`src/rtl/tlc_pkg.sv`:
```
// Shared types and constants for the text command LED controller.
// Holds the frame geometry, character codes, command codes and blink kinds.
// No dependencies.
package tlc_pkg;

  localparam int FrameLen = 9;
  localparam int CountW   = $clog2(FrameLen);

  typedef logic [7:0]        byte_t;
  typedef logic [CountW-1:0] count_t;

  localparam byte_t ChHash  = 8'h23;
  localparam byte_t ChStar  = 8'h2A;
  localparam byte_t ChZero  = 8'h30;
  localparam byte_t ChOne   = 8'h31;
  localparam byte_t ChEight = 8'h38;
  localparam byte_t ChB     = 8'h42;
  localparam byte_t ChF     = 8'h46;
  localparam byte_t ChI     = 8'h49;
  localparam byte_t ChK     = 8'h4B;
  localparam byte_t ChL     = 8'h4C;
  localparam byte_t ChN     = 8'h4E;
  localparam byte_t ChO     = 8'h4F;

  localparam byte_t       LedsAllOn   = 8'hFF;
  localparam byte_t       LedsAllOff  = 8'h00;
  localparam logic [15:0] HalfPerRst  = 16'd500;

  typedef enum logic [2:0] {
    CMD_NONE      = 3'd0,
    CMD_ON_ONE    = 3'd1,
    CMD_ON_ALL    = 3'd2,
    CMD_OFF_ONE   = 3'd3,
    CMD_OFF_ALL   = 3'd4,
    CMD_BLINK_ONE = 3'd5,
    CMD_BLINK_ALL = 3'd6
  } cmd_e;

  typedef enum logic [2:0] {
    KIND_IDLE = 3'b001,
    KIND_ONE  = 3'b010,
    KIND_ALL  = 3'b100
  } kind_e;

  typedef struct packed {
    cmd_e       code;
    logic [2:0] led;
  } cmd_t;

endpackage

```
`src/rtl/tlc_frame_decode.sv`:
```
// Frame decoder: builds the view of the frame that the current byte closes
// and matches it against the fixed command texts. Uses tlc_pkg.
module tlc_frame_decode (
  input  tlc_pkg::byte_t  store_i [tlc_pkg::FrameLen],
  input  tlc_pkg::count_t count_i,
  input  tlc_pkg::byte_t  rx_byte_i,
  output tlc_pkg::cmd_t   cmd_o
);
  import tlc_pkg::*;

  byte_t      at [FrameLen];
  logic       dig_ok_on, dig_ok_off, dig_ok_blink;
  logic [2:0] led_on, led_off, blink_led;

  // Bytes already stored sit below the count, the closing byte at the count,
  // and everything past it reads as zero.
  always_comb begin
    for (int p = 0; p < FrameLen; p++) begin
      if (count_t'(p) < count_i) begin
        at[p] = store_i[p];
      end else if (count_t'(p) == count_i) begin
        at[p] = rx_byte_i;
      end else begin
        at[p] = '0;
      end
    end
  end

  always_comb begin
    dig_ok_on    = (at[3] >= ChOne) && (at[3] <= ChEight);
    dig_ok_off   = (at[4] >= ChOne) && (at[4] <= ChEight);
    dig_ok_blink = (at[6] >= ChOne) && (at[6] <= ChEight);
    led_on       = 3'(at[3] - ChOne);
    led_off      = 3'(at[4] - ChOne);
    blink_led    = 3'(at[6] - ChOne);
  end

  always_comb begin
    cmd_o.code = CMD_NONE;
    cmd_o.led  = '0;
    if (at[0] == ChO && at[1] == ChN) begin
      if (at[2] == ChZero && at[4] == ChHash) begin
        if (dig_ok_on) begin
          cmd_o.code = CMD_ON_ONE;
          cmd_o.led  = led_on;
        end
      end else if (at[2] == ChStar && at[3] == ChHash) begin
        cmd_o.code = CMD_ON_ALL;
      end
    end else if (at[0] == ChO && at[1] == ChF && at[2] == ChF) begin
      if (at[3] == ChZero && at[5] == ChHash) begin
        if (dig_ok_off) begin
          cmd_o.code = CMD_OFF_ONE;
          cmd_o.led  = led_off;
        end
      end else if (at[3] == ChStar && at[4] == ChHash) begin
        cmd_o.code = CMD_OFF_ALL;
      end
    end else if (at[0] == ChB && at[1] == ChL && at[2] == ChI && at[3] == ChN
                 && at[4] == ChK) begin
      if (at[5] == ChZero && at[7] == ChHash) begin
        if (dig_ok_blink) begin
          cmd_o.code = CMD_BLINK_ONE;
          cmd_o.led  = blink_led;
        end
      end else if (at[5] == ChStar && at[6] == ChHash) begin
        cmd_o.code = CMD_BLINK_ALL;
      end
    end
  end

endmodule

```
`src/rtl/text_command_led_controller_core.sv`:
```
// Top level of the text command LED controller: frame collection, LED latch,
// blink timer and the result register. Uses tlc_pkg and tlc_frame_decode.
//
//   channel | direction | handshake              | payload
//   --------+-----------+------------------------+-------------------------------
//   input   | in        | in_valid_i/in_ready_o  | mode_i, rx_byte_i
//   result  | out       | out_valid_o/out_ready_i| led_pattern_o, blink_active_o,
//           |           |                        | frame_done_o, command_code_o
//   config  | in        | cfg_we_i (no wait)     | cfg_wdata_i (blink half period)
//
// State and result register update at the edge that accepts a request, so one
// request per cycle is sustained while the result is taken (out_ready_i high).
// The result appears on the next cycle and holds until taken; a new request is
// accepted while the result register is empty or being drained the same cycle.
// Reset clears the frame count, LED latch and blink state and sets the half
// period to 500 ticks; no clearing pass is needed.
module text_command_led_controller_core (
  input  logic        clk_i,
  input  logic        rst_ni,
  input  logic        in_valid_i,
  output logic        in_ready_o,
  input  logic        mode_i,
  input  logic [7:0]  rx_byte_i,
  output logic        out_valid_o,
  input  logic        out_ready_i,
  output logic [7:0]  led_pattern_o,
  output logic        blink_active_o,
  output logic        frame_done_o,
  output logic [2:0]  command_code_o,
  input  logic        cfg_we_i,
  input  logic [15:0] cfg_wdata_i
);
  import tlc_pkg::*;

  byte_t       store_q [FrameLen];
  count_t      count_q, count_d;
  byte_t       latch_q, latch_d;
  kind_e       kind_q, kind_d;
  logic [2:0]  target_q, target_d;
  logic        lit_q, lit_d;
  logic [15:0] tick_q, tick_d;
  logic [15:0] half_q;
  logic        out_valid_q;
  byte_t       led_out_q;
  logic        blink_out_q, done_out_q;
  cmd_e        code_out_q;

  cmd_t        cmd;
  logic        accept;
  logic        store_we;
  logic        done;
  cmd_e        code;
  logic [16:0] tick_next;

  tlc_frame_decode u_decode (
    .store_i   (store_q),
    .count_i   (count_q),
    .rx_byte_i (rx_byte_i),
    .cmd_o     (cmd)
  );

  assign in_ready_o = !out_valid_q || out_ready_i;
  assign accept     = in_valid_i && in_ready_o;
  assign tick_next  = {1'b0, tick_q} + 17'd1;

  always_comb begin
    count_d  = count_q;
    latch_d  = latch_q;
    kind_d   = kind_q;
    target_d = target_q;
    lit_d    = lit_q;
    tick_d   = tick_q;
    store_we = 1'b0;
    done     = 1'b0;
    code     = CMD_NONE;
    if (accept) begin
      if (mode_i) begin
        // A half period of zero also passes this compare, so it toggles
        // on every tick.
        if (kind_q != KIND_IDLE) begin
          if (tick_next >= {1'b0, half_q}) begin
            tick_d = '0;
            lit_d  = !lit_q;
            unique case (kind_q)
              KIND_ONE: begin
                if (lit_d) begin
                  latch_d = latch_q | (8'b1 << target_q);
                end else begin
                  latch_d = latch_q & ~(8'b1 << target_q);
                end
              end
              KIND_ALL: latch_d = lit_d ? LedsAllOn : LedsAllOff;
              default:  latch_d = latch_q;
            endcase
          end else begin
            tick_d = tick_next[15:0];
          end
        end
      end else begin
        kind_d   = KIND_IDLE;
        tick_d   = '0;
        store_we = 1'b1;
        if (rx_byte_i == ChHash || count_q == count_t'(FrameLen - 1)) begin
          count_d = '0;
          done    = 1'b1;
          code    = cmd.code;
          unique case (cmd.code)
            CMD_ON_ONE:  latch_d = latch_q | (8'b1 << cmd.led);
            CMD_ON_ALL:  latch_d = LedsAllOn;
            CMD_OFF_ONE: latch_d = latch_q & ~(8'b1 << cmd.led);
            CMD_OFF_ALL: latch_d = LedsAllOff;
            CMD_BLINK_ONE: begin
              kind_d   = KIND_ONE;
              target_d = cmd.led;
              lit_d    = 1'b1;
              latch_d  = latch_q | (8'b1 << cmd.led);
            end
            CMD_BLINK_ALL: begin
              kind_d   = KIND_ALL;
              target_d = '0;
              lit_d    = 1'b1;
              latch_d  = LedsAllOn;
            end
            default: latch_d = latch_q;
          endcase
        end else begin
          count_d = count_q + count_t'(1);
        end
      end
    end
  end

  always_ff @(posedge clk_i or negedge rst_ni) begin
    if (!rst_ni) begin
      count_q     <= '0;
      latch_q     <= '0;
      kind_q      <= KIND_IDLE;
      target_q    <= '0;
      lit_q       <= 1'b0;
      tick_q      <= '0;
      half_q      <= HalfPerRst;
      out_valid_q <= 1'b0;
    end else begin
      count_q  <= count_d;
      latch_q  <= latch_d;
      kind_q   <= kind_d;
      target_q <= target_d;
      lit_q    <= lit_d;
      tick_q   <= tick_d;
      if (cfg_we_i) begin
        half_q <= cfg_wdata_i;
      end
      if (in_ready_o) begin
        out_valid_q <= in_valid_i;
      end
    end
  end

  // Stale bytes from earlier frames are masked by the decoder, so the store
  // needs neither reset nor a clear at frame start.
  always_ff @(posedge clk_i) begin
    if (store_we) begin
      store_q[count_q] <= rx_byte_i;
    end
    if (accept) begin
      led_out_q   <= latch_d;
      blink_out_q <= (kind_d != KIND_IDLE);
      done_out_q  <= done;
      code_out_q  <= code;
    end
  end

  assign out_valid_o    = out_valid_q;
  assign led_pattern_o  = led_out_q;
  assign blink_active_o = blink_out_q;
  assign frame_done_o   = done_out_q;
  assign command_code_o = code_out_q;

  a_code_needs_frame: assert property (@(posedge clk_i) disable iff (!rst_ni)
    out_valid_o |-> (frame_done_o || command_code_o == CMD_NONE))
    else $error("command code reported without a completed frame");

  a_count_in_range: assert property (@(posedge clk_i) disable iff (!rst_ni)
    count_q < count_t'(FrameLen))
    else $error("frame byte count ran past the frame length");

  a_idle_tick_holds: assert property (@(posedge clk_i) disable iff (!rst_ni)
    (accept && mode_i && kind_q == KIND_IDLE) |=> $stable(latch_q))
    else $error("tick while not blinking changed the LED latch");

  a_blink_reported: assert property (@(posedge clk_i) disable iff (!rst_ni)
    (out_valid_o && (command_code_o == CMD_BLINK_ONE || command_code_o == CMD_BLINK_ALL))
    |-> blink_active_o)
    else $error("blink command result without blink active");

endmodule
```
`config.mk`:
```
export PLATFORM = sky130hd
export DESIGN_NAME = text_command_led_controller_core
export DESIGN_NICKNAME = d
export VERILOG_FILES = /design/src/rtl/tlc_pkg.sv /design/src/rtl/tlc_frame_decode.sv /design/src/rtl/text_command_led_controller_core.sv
export SDC_FILE = /design/constraint.sdc
export NUM_CORES = 1
export LEC_CHECK = 0
export BUFFER_PORTS_ARGS = -buffer_cell sky130_fd_sc_hd__buf_4
export CAP_MARGIN = 20
export CORE_MARGIN = 2
export CORE_UTILIZATION = 60
export CTS_CLUSTER_DIAMETER = 50
export DETAILED_ROUTE_END_ITERATION = 7
export GPL_TIMING_DRIVEN = 0
export PLACE_DENSITY_LB_ADDON = 0.1
export SETUP_SLACK_MARGIN = 0.1
export SYNTH_ARGS = -nofsm -noshare
export SYNTH_HDL_FRONTEND = slang
export SYNTH_HIERARCHICAL = 1
export SYNTH_SLANG_ARGS = --single-unit
export TNS_END_PERCENT = 5
```
`constraint.sdc`:
```
create_clock -name clk_i -period 5.8 [get_ports clk_i]
set_input_delay 0.87 -clock clk_i [delete_from_list [all_inputs] [get_ports clk_i]]
set_output_delay 0.87 -clock clk_i [all_outputs]
set_load 0.005 [all_outputs]
```
==> results.txt, run 1 <==
Post-layout util: 69.7%
Fin cells: 1071
Die ar.: 0.0142 mm²
Total core area: 0.0131 mm²
Clock Latency Late Sink: 0.43 ns
Max-slew violation count: 0
CTS tree: done
Worst Setup Start Kind: flop
Synth-to-Final Area Change: 15.0%
Ant. Diodes: 0
Syn Inst Count: 811
Worst Hold Class: primary input to async pin
Row count: 42
Setup WS pre-CTS: -0.160 ns
Yosys warning total: 6
FF-to-FF path depth: 22
Worst clock skew: 0.0155 ns
Post-route cell area: 0.00913 mm²
Clock sink total: 129
Total Power: 3.23 mW
Final HPWL DP: 15300 µm
H-Tree Depth: 4
Setup ws final: 0.231 ns
Final setup vio count: 0
Initial antenna violation count: 0
Setup tns final: 0 ns
Setup crit end: led_pattern_o[6]$_DFFE_PP_
Layout cells sized above 1: 14.7%
Reg-to-reg setup timing slack: 0.23 ns
Avg WL per Cell: 20.5 µm
Via Count: 7089
Critical path arrival: 5.71 ns
Critical-path maximum fanout: 10
Die Ht: 119 µm
RSZ-0062 raised after global routing: no
Largest net degree at the start of global routing: 53
# IOs: 45
Leak: 3.64 nW
Post-layout nets: 952
First-pass GRT wire length: 35000 µm
Post-Syn Area: 0.00793 mm²
Die X: 119 µm
Max Buffers Root-to-Sink: 2
Max Cap Violations: 0
WL final: 22000 µm
Max Freq: 0.180 GHz
Crit share post-route: 96.0%
Failing checks: design-rule violations
Syn Area/Cell: 9.78 µm²
Worst slew margin: 23.8%
RR Endpoint: led_pattern_o[6]$_DFFE_PP_
RePlAce Congestion: 1.00
Final ANT Viol Nets: 0
Required time of the critical path: 5.94 ns
Violation count after the first detailed-route iteration: 771
Total congestion overflow: 0
Fin. Hold Viols: 0
Vias per inst: 6.62
Placed Cells: 1034
Critical Path Start: count_q[1]$_DFFE_PN0P_
WL met2: 10800 µm
1st-pass router iterations: 8
Status: finished, violations left
Worst-path clk slew: 0.07 ns
Min Hold Slack: 0.480 ns
Crit path kind: flop to flop
Crit. End Element: flop
Vias in the first global route: 7013
Placement Cell Area: 0.00851 mm²
Minimum clock period: 5.57 ns
Max layer used: met4
RR Startpoint: count_q[1]$_DFFE_PN0P_
Post-Route M1 WL: 8450 µm
Post-route DRC: 1
Peak supply drop: 0.237 mV
Metal3 WL: 1710 µm
Root buf cell: clkbuf_16
Syn Nets: 881
Num CTS Buffers: 17
P per Cell Area: 354 mW/mm²
Tot GR Track Use: 31.5%
IO buf count: 44
Starting density of the core: 60.6%
Worst-Margin Slew: 1.13 ns
## sequential cells by signal, indices dropped and copies added, names as in the netlist, 3 cells and up
name / cells
half_q: 16
count_q: 4
latch_q: 8
store_q: 64
led_pattern_o: 8
target_q: 3
command_code_o: 3
tick_q: 16
kind_q: 3
## cells in the final DEF, fill, tap and decap left out, drive strengths merged, types with 6 or more instances in the layout
cell type  instances
a22oi             16
buf               70
xnor2              9
dfstp              7
a211oi             7
a21oi             31
nor2              55
nor4              13
o211ai            18
nor3b              6
edfxtp            77
ha                40
a31oi              8
and3              16
dfrtp             45
clkbuf            48
xor2               8
nand4             17
nor3              18
nor2b              7
o211a              7
nand3             36
a221oi             8
nor4b             14
and2               7
nand2             80
a31o               6
inv               57
o21ai             41
o22ai             12
## power by group
group / internal [mW] / total [mW] / switching (mW)
clock: 0.568 / 1.03 / 0.462
sequential: 1.07 / 1.13 / 0.0627
combinational: 0.399 / 1.07 / 0.669
total: 2.04 / 3.23 / 1.19
## worst max-delay path: stages, from the launching register on
cell	delay, ns
dfrtp_1	0.44
buf_2	0.21
clkbuf_1	0.24
buf_2	0.25
or2_2	0.33
nor2_1	0.17
a22oi_1	0.12
o21ai_2	0.22
ha_1	0.19
and3_1	0.17
nand4b_1	0.12
or4_1	0.52
buf_2	0.20
o211ai_1	0.21
buf_4	0.17
ha_1	0.16
nor2b_2	0.27
a211oi_1	0.12
or4_4	0.52
buf_6	0.16
o211a_1	0.22
o32ai_1	0.13
a311oi_1	0.12
## layer usage
layer,global-route usage [%],vias to the layer above
li1,-,3224
met1,38.2,3367
met2,51.9,398
met3,6.13,100
met4,19.4,0
met5,0,-
## cell type report
class	count	area (µm²)
flip-flops and latches	129	3620
well taps	176	220
plain buffers	50	229
multi-input cells	585	3920
clock buffers	17	425
inverters	47	176
repair buffers	52	389
clock inverters	15	140
fillers	981	3960
## how the worst min path moves through the flow
stage                                startpoint                endpoint
after detailed placement  half_q[8]$_DFFE_PN1P_   half_q[8]$_DFFE_PN1P_
after CTS                                rst_ni  half_q[14]$_DFFE_PN0P_
after global routing                     rst_ni  half_q[14]$_DFFE_PN0P_
final                                    rst_ni  half_q[14]$_DFFE_PN0P_
after floorplan           half_q[2]$_DFFE_PN1P_   half_q[2]$_DFFE_PN1P_
after global placement    half_q[4]$_DFFE_PN1P_   half_q[4]$_DFFE_PN1P_
## repair_timing
action                     4_1_cts  5_1_grt
setup buffers                    0        5
hold buffers                     0        0
gates resized for setup          2        2
setup endpoints to repair       11       17
pin swaps                        0        3
Note: power is estimated with default switching activity, not from simulation.
==> run 2: changes to the inputs <==
GPL_TIMING_DRIVEN = default   (was 0)
==> run 2 against run 1 <==
Fmax grew 3.7%; critical path type unchanged; global-route usage fell by 1.2 points; non-clock buffer count decreased by 35; the run now ends clean; count of clock-buffer cells in the layout did not move; via count shrank 3.6%; design area down 1.3%; worst hold slack lost 0.0041 ns; utilization down 0.91 points; cell count down 3.3%; first-iteration DRC count shrank 4.3%; routed wire length fell by 5.0%; largest power group unchanged; sequential share of layout area grew 0.52 points.
==> results.txt, run 2 (synthesis gave the netlist of run 1 again) <==
Status: finished, final reports clean
Max Buffers Root-to-Sink: 2
Starting density of the core: 60.6%
Crit share post-route: 92.6%
FF-to-FF path depth: 14
Post-layout nets: 917
Setup ws final: 0.430 ns
Violation count after the first detailed-route iteration: 738
Total core area: 0.0131 mm²
Fin cells: 1036
Largest net degree at the start of global routing: 53
Final HPWL DP: 14400 µm
Post-CTS Hold Fix Bufs: 0
RR Endpoint: led_pattern_o[6]$_DFFE_PP_
RR Startpoint: count_q[0]$_DFFE_PN0P_
Critical-path maximum fanout: 18
Postcts setup bufs: 0
Row count: 42
Max Cap Violations: 0
WL final: 20900 µm
RePlAce Congestion: 1.00
Synth-to-Final Area Change: 13.6%
Vias in the first global route: 6704
Final setup vio count: 0
Crit path kind: flop to flop
CTS tree: done
Leak: 3.61 nW
Worst-path clk slew: 0.06 ns
Die X: 119 µm
P per Cell Area: 358 mW/mm²
Most frequent cells in the layout: 80 x nand2_1, 77 x edfxtp_1, 67 x buf_4
Worst Setup Start Kind: flop
Max FFs per register: 64
Worst Hold Class: primary input to async pin
IO buf count: 44
Post_cts resized: 0
Max Freq: 0.186 GHz
Max stage delay on crit path: 0.77 ns
Max-slew violation count: 0
Clock Latency Late Sink: 0.43 ns
Worst slew margin: 33.8%
Placed Cells: 1004
Tot GR Track Use: 30.3%
H-Tree Depth: 4
Setup tns final: 0 ns
Commonest non-fill, non-tap cell in the layout: nand2_1
Die ar.: 0.0142 mm²
Minimum clock period: 5.37 ns
First-pass GRT wire length: 33500 µm
RSZ-0062 raised after global routing: no
Ant. Diodes: 0
Peak supply drop: 0.237 mV
Fillers: 1023
Root buf cell: clkbuf_16
Top reg by flops: store_q
CP Cell Sequence: buf_4, nor4b_4, a22oi_1, a2111oi_0, nand4_1, or4_1, o211ai_1, ha_1, nor2b_1, a211oi_1, or4_4, o211a_1, o32ai_1, a311oi_1
Avg WL per Cell: 20.2 µm
Biggest regs: store_q (64), half_q (16), tick_q (16)
Seq. cell area: 0.00362 mm²
Reg-to-reg setup timing slack: 0.43 ns
Vias per inst: 6.60
Initial antenna violation count: 0
Via Count: 6835
Num CTS Buffers: 17
# IOs: 45
CP max stage cell: a2111oi_0
Final ANT Viol Nets: 0
Layout cells sized above 1: 14.8%
Setup WS pre-CTS: 0.484 ns
Worst-Margin Slew: 0.990 ns
Multi-input gate area: 0.00391 mm²
Total congestion overflow: 0
Required time of the critical path: 5.94 ns
Worst clock skew: 0.00872 ns
Fin. Hold Viols: 0
1st-pass router iterations: 5
Crit. End Element: flop
Critical path arrival: 5.51 ns
Post-route DRC: 0
Die Ht: 119 µm
Clock sink total: 129
-- run 2: cell type report --
type,instances,share of cell area [%]
multi-input cells,585,43.4
flip-flops and latches,129,40.2
repair buffers,67,5.58
clock buffers,17,4.72
well taps,176,2.45
inverters,47,1.96
clock inverters,15,1.64
-- run 2: per-stage QoR --
step	util, %	hold WS, ns	cell area, µm²	power, mW
6_report	68.8	0.476	9010	3.23
5_1_grt	68.8	0.520	9010	3.39
4_1_cts	68.8	0.499	9010	3.21
3_5_place_dp	64.4	0.501	8430	2.17
3_3_place_gp	64.4	0.499	8430	2.13
2_1_floorplan	-	0.480	7930	1.88
-- run 2: how the worst max path moves through the flow --
stage | startpoint | to | slack, ns | cells after the start
floorplan | rx_byte_i[4] | led_pattern_o[6]$_DFFE_PP_ | 0.87 | 16
global placement | rx_byte_i[5] | led_pattern_o[6]$_DFFE_PP_ | 0.67 | 14
detailed placement | rx_byte_i[5] | led_pattern_o[6]$_DFFE_PP_ | 0.48 | 14
CTS | count_q[1]$_DFFE_PN0P_ | led_pattern_o[6]$_DFFE_PP_ | 0.61 | 14
global route | count_q[2]$_DFFE_PN0P_ | led_pattern_o[6]$_DFFE_PP_ | 0.14 | 14
finish | count_q[0]$_DFFE_PN0P_ | led_pattern_o[6]$_DFFE_PP_ | 0.43 | 14
-- run 2: power by group --
part	switching [mW]	internal, mW
Sequential	0.109	1.07
Combinational	0.613	0.395
Clock	0.439	0.601
-- run 2: routing by layer --
layer  part of all wire, %  track usage, %  up-vias
met5                     0               0        -
met4                   3.8            16.3        0
met3                   5.6            5.84       61
met2                    50            50.9      288
met1                    41            36.9     3329
li1                      -               -     3157
-- run 2: critical path, delay by kind of cell, from the launching register on --
kind / cells / cell delay (ns)
buffers and inverters: 1 / 0.27
flip-flops: 1 / 0.49
AND/OR/NAND/NOR: 5 / 2.08
AO/OA/AOI/OAI: 7 / 2.01
adder cells (fa/ha/maj): 1 / 0.23
==> run 3: changes to the inputs <==
CORE_UTILIZATION = 40   (was 60)
GPL_ROUTABILITY_DRIVEN = 0   (was default)
==> run 3 against run 2 <==
Clock power grew 6%; count of clock-buffer cells in the layout is the same; critical path depth grew 1; sequential power is essentially flat; largest cell class unchanged.
==> results.txt, run 3 (synthesis gave the netlist of run 1 again) <==
Final HPWL DP: 14900 µm
Row count: 51
Power share of the combinational group: 30.1%
Pint: 2.13 mW
RSZ-0062 raised after global routing: no
Top reg by flops: store_q
Max Cap Violations: 0
Die X: 145 µm
Synth-to-Final Area Change: 15.1%
Crit. End Element: flop
Leak: 3.61 nW
Die Ht: 145 µm
Worst clock skew: 0.0103 ns
Die ar.: 0.0210 mm²
Worst-path clk slew: 0.06 ns
Setup tns final: 0 ns
Crit path kind: flop to flop
P per Cell Area: 358 mW/mm²
Post_cts resized: 0
Worst-Margin Slew: 1.00 ns
Reg-to-reg setup timing slack: 0.42 ns
Root buf cell: clkbuf_16
Initial antenna violation count: 0
Fin. Hold Viols: 0
Layout cells sized above 1: 14.3%
Violation count after the first detailed-route iteration: 707
First-pass GRT wire length: 34700 µm
Clk pwr share: 33.6%
Commonest non-fill, non-tap cell in the layout: nand2_1
Biggest regs: store_q (64), half_q (16), tick_q (16)
Required time of the critical path: 5.94 ns
Fin cells: 1123
Worst Setup Start Kind: flop
Final ANT Viol Nets: 0
Placed Cells: 1092
Ant. Diodes: 0
1st-pass router iterations: 6
IO buf count: 44
Largest net degree at the start of global routing: 53
CP max stage cell: dfrtp_1
Post-layout util: 46.9%
Post-layout nets: 916
Starting density of the core: 40.8%
Num CTS Buffers: 17
Vias per inst: 6.02
# IOs: 45
H-Tree Depth: 4
Postcts setup bufs: 0
Minimum clock period: 5.38 ns
Total congestion overflow: 0
Avg WL per Cell: 19.4 µm
Via Count: 6761
Placement Cell Area: 0.00854 mm²
Max Freq: 0.186 GHz
Net Sw Frac: 34.9%
Tot GR Track Use: 21.5%
Max-slew violation count: 0
Most frequent cells in the layout: 80 x nand2_1, 77 x edfxtp_1, 66 x buf_4
Critical path arrival: 5.52 ns
Peak supply drop: 0.198 mV
Worst Hold Class: primary input to async pin
Vias in the first global route: 6417
Max stage delay on crit path: 0.66 ns
Clock Latency Late Sink: 0.43 ns
Critical-path maximum fanout: 21
Status: finished, final reports clean
CTS tree: done
Power share of the sequential group: 36.3%
Final setup vio count: 0
Post-CTS Hold Fix Bufs: 0
Max FFs per register: 64
CP Cell Sequence: buf_4, or4_1, mux2i_1, a2111oi_0, nand4_1, or4_1, o211ai_1, ha_1, nor2b_1, buf_4, a211oi_1, or4_4, o211a_1, o32ai_1, a311oi_1
WL final: 21800 µm
Post-route cell area: 0.00913 mm²
Clock sink total: 129
Worst slew margin: 32.8%
Total core area: 0.0195 mm²
Crit share post-route: 92.7%
Max Buffers Root-to-Sink: 2
Switching pwr: 1.14 mW
Post-route DRC: 0
run 3: metrics by stage:
step | worst slack [ns] | power, mW | hold WS [ns]
6_report | 0.422 | 3.27 | 0.469
3_5_place_dp | 0.442 | 2.15 | 0.513
2_1_floorplan | 0.869 | 1.88 | 0.480
3_3_place_gp | 0.525 | 2.13 | 0.508
4_1_cts | 0.515 | 3.27 | 0.517
5_1_grt | 0.174 | 3.44 | 0.547
run 3: routing by layer:
layer	vias to the layer above	track usage (%)	part of all wire, %
met2	276	33.3	45
met1	3293	30.2	46
li1	3150	-	-
met3	42	4.34	6.5
met5	-	0	0
met4	0	6.75	1.7
run 3: worst paths after layout:
path / startpoint / endpoint / cells after the start
worst max-delay path: count_q[2]$_DFFE_PN0P_ / led_pattern_o[6]$_DFFE_PP_ / 15
worst min-delay path: rst_ni / latch_q[0]$_DFF_PN0_ / 1
worst max register to register: count_q[2]$_DFFE_PN0P_ / led_pattern_o[6]$_DFFE_PP_ / 15
worst min register to register: half_q[5]$_DFFE_PN1P_ / half_q[5]$_DFFE_PN1P_ / 2
max in group asynchronous: rst_ni / latch_q[7]$_DFF_PN0_ / 1
min in group clk_i: half_q[5]$_DFFE_PN1P_ / half_q[5]$_DFFE_PN1P_ / 2
run 3: cell type report:
cell class / count / area [µm²]
Timing Repair Buffer: 66 / 495
Inverter: 47 / 176
Sequential cell: 129 / 3620
Fill cell: 1828 / 10300
Clock buffer: 17 / 425
Tap cell: 265 / 332
Clock inverter: 14 / 165
Multi-Input combinational cell: 585 / 3910
run 3: power by group through the flow:
stage	Sequential, mW	Clock (mW)	Combinational (mW)
after floorplan	1.13	0	0.745
after global placement	1.20	0	0.929
after detailed placement	1.20	0	0.953
after CTS	1.18	1.12	0.963
after global routing	1.20	1.15	1.08
final	1.19	1.10	0.985
run 3: critical path: cells and delay by family, from the launching register on:
family | cells | cell delay [ns]
buffers and inverters | 2 | 0.46
and+or+nand+nor | 5 | 2.00
AOI/OAI and AO/OA | 6 | 1.55
adders and majority gates | 1 | 0.24
muxes | 1 | 0.17
DFF | 1 | 0.66
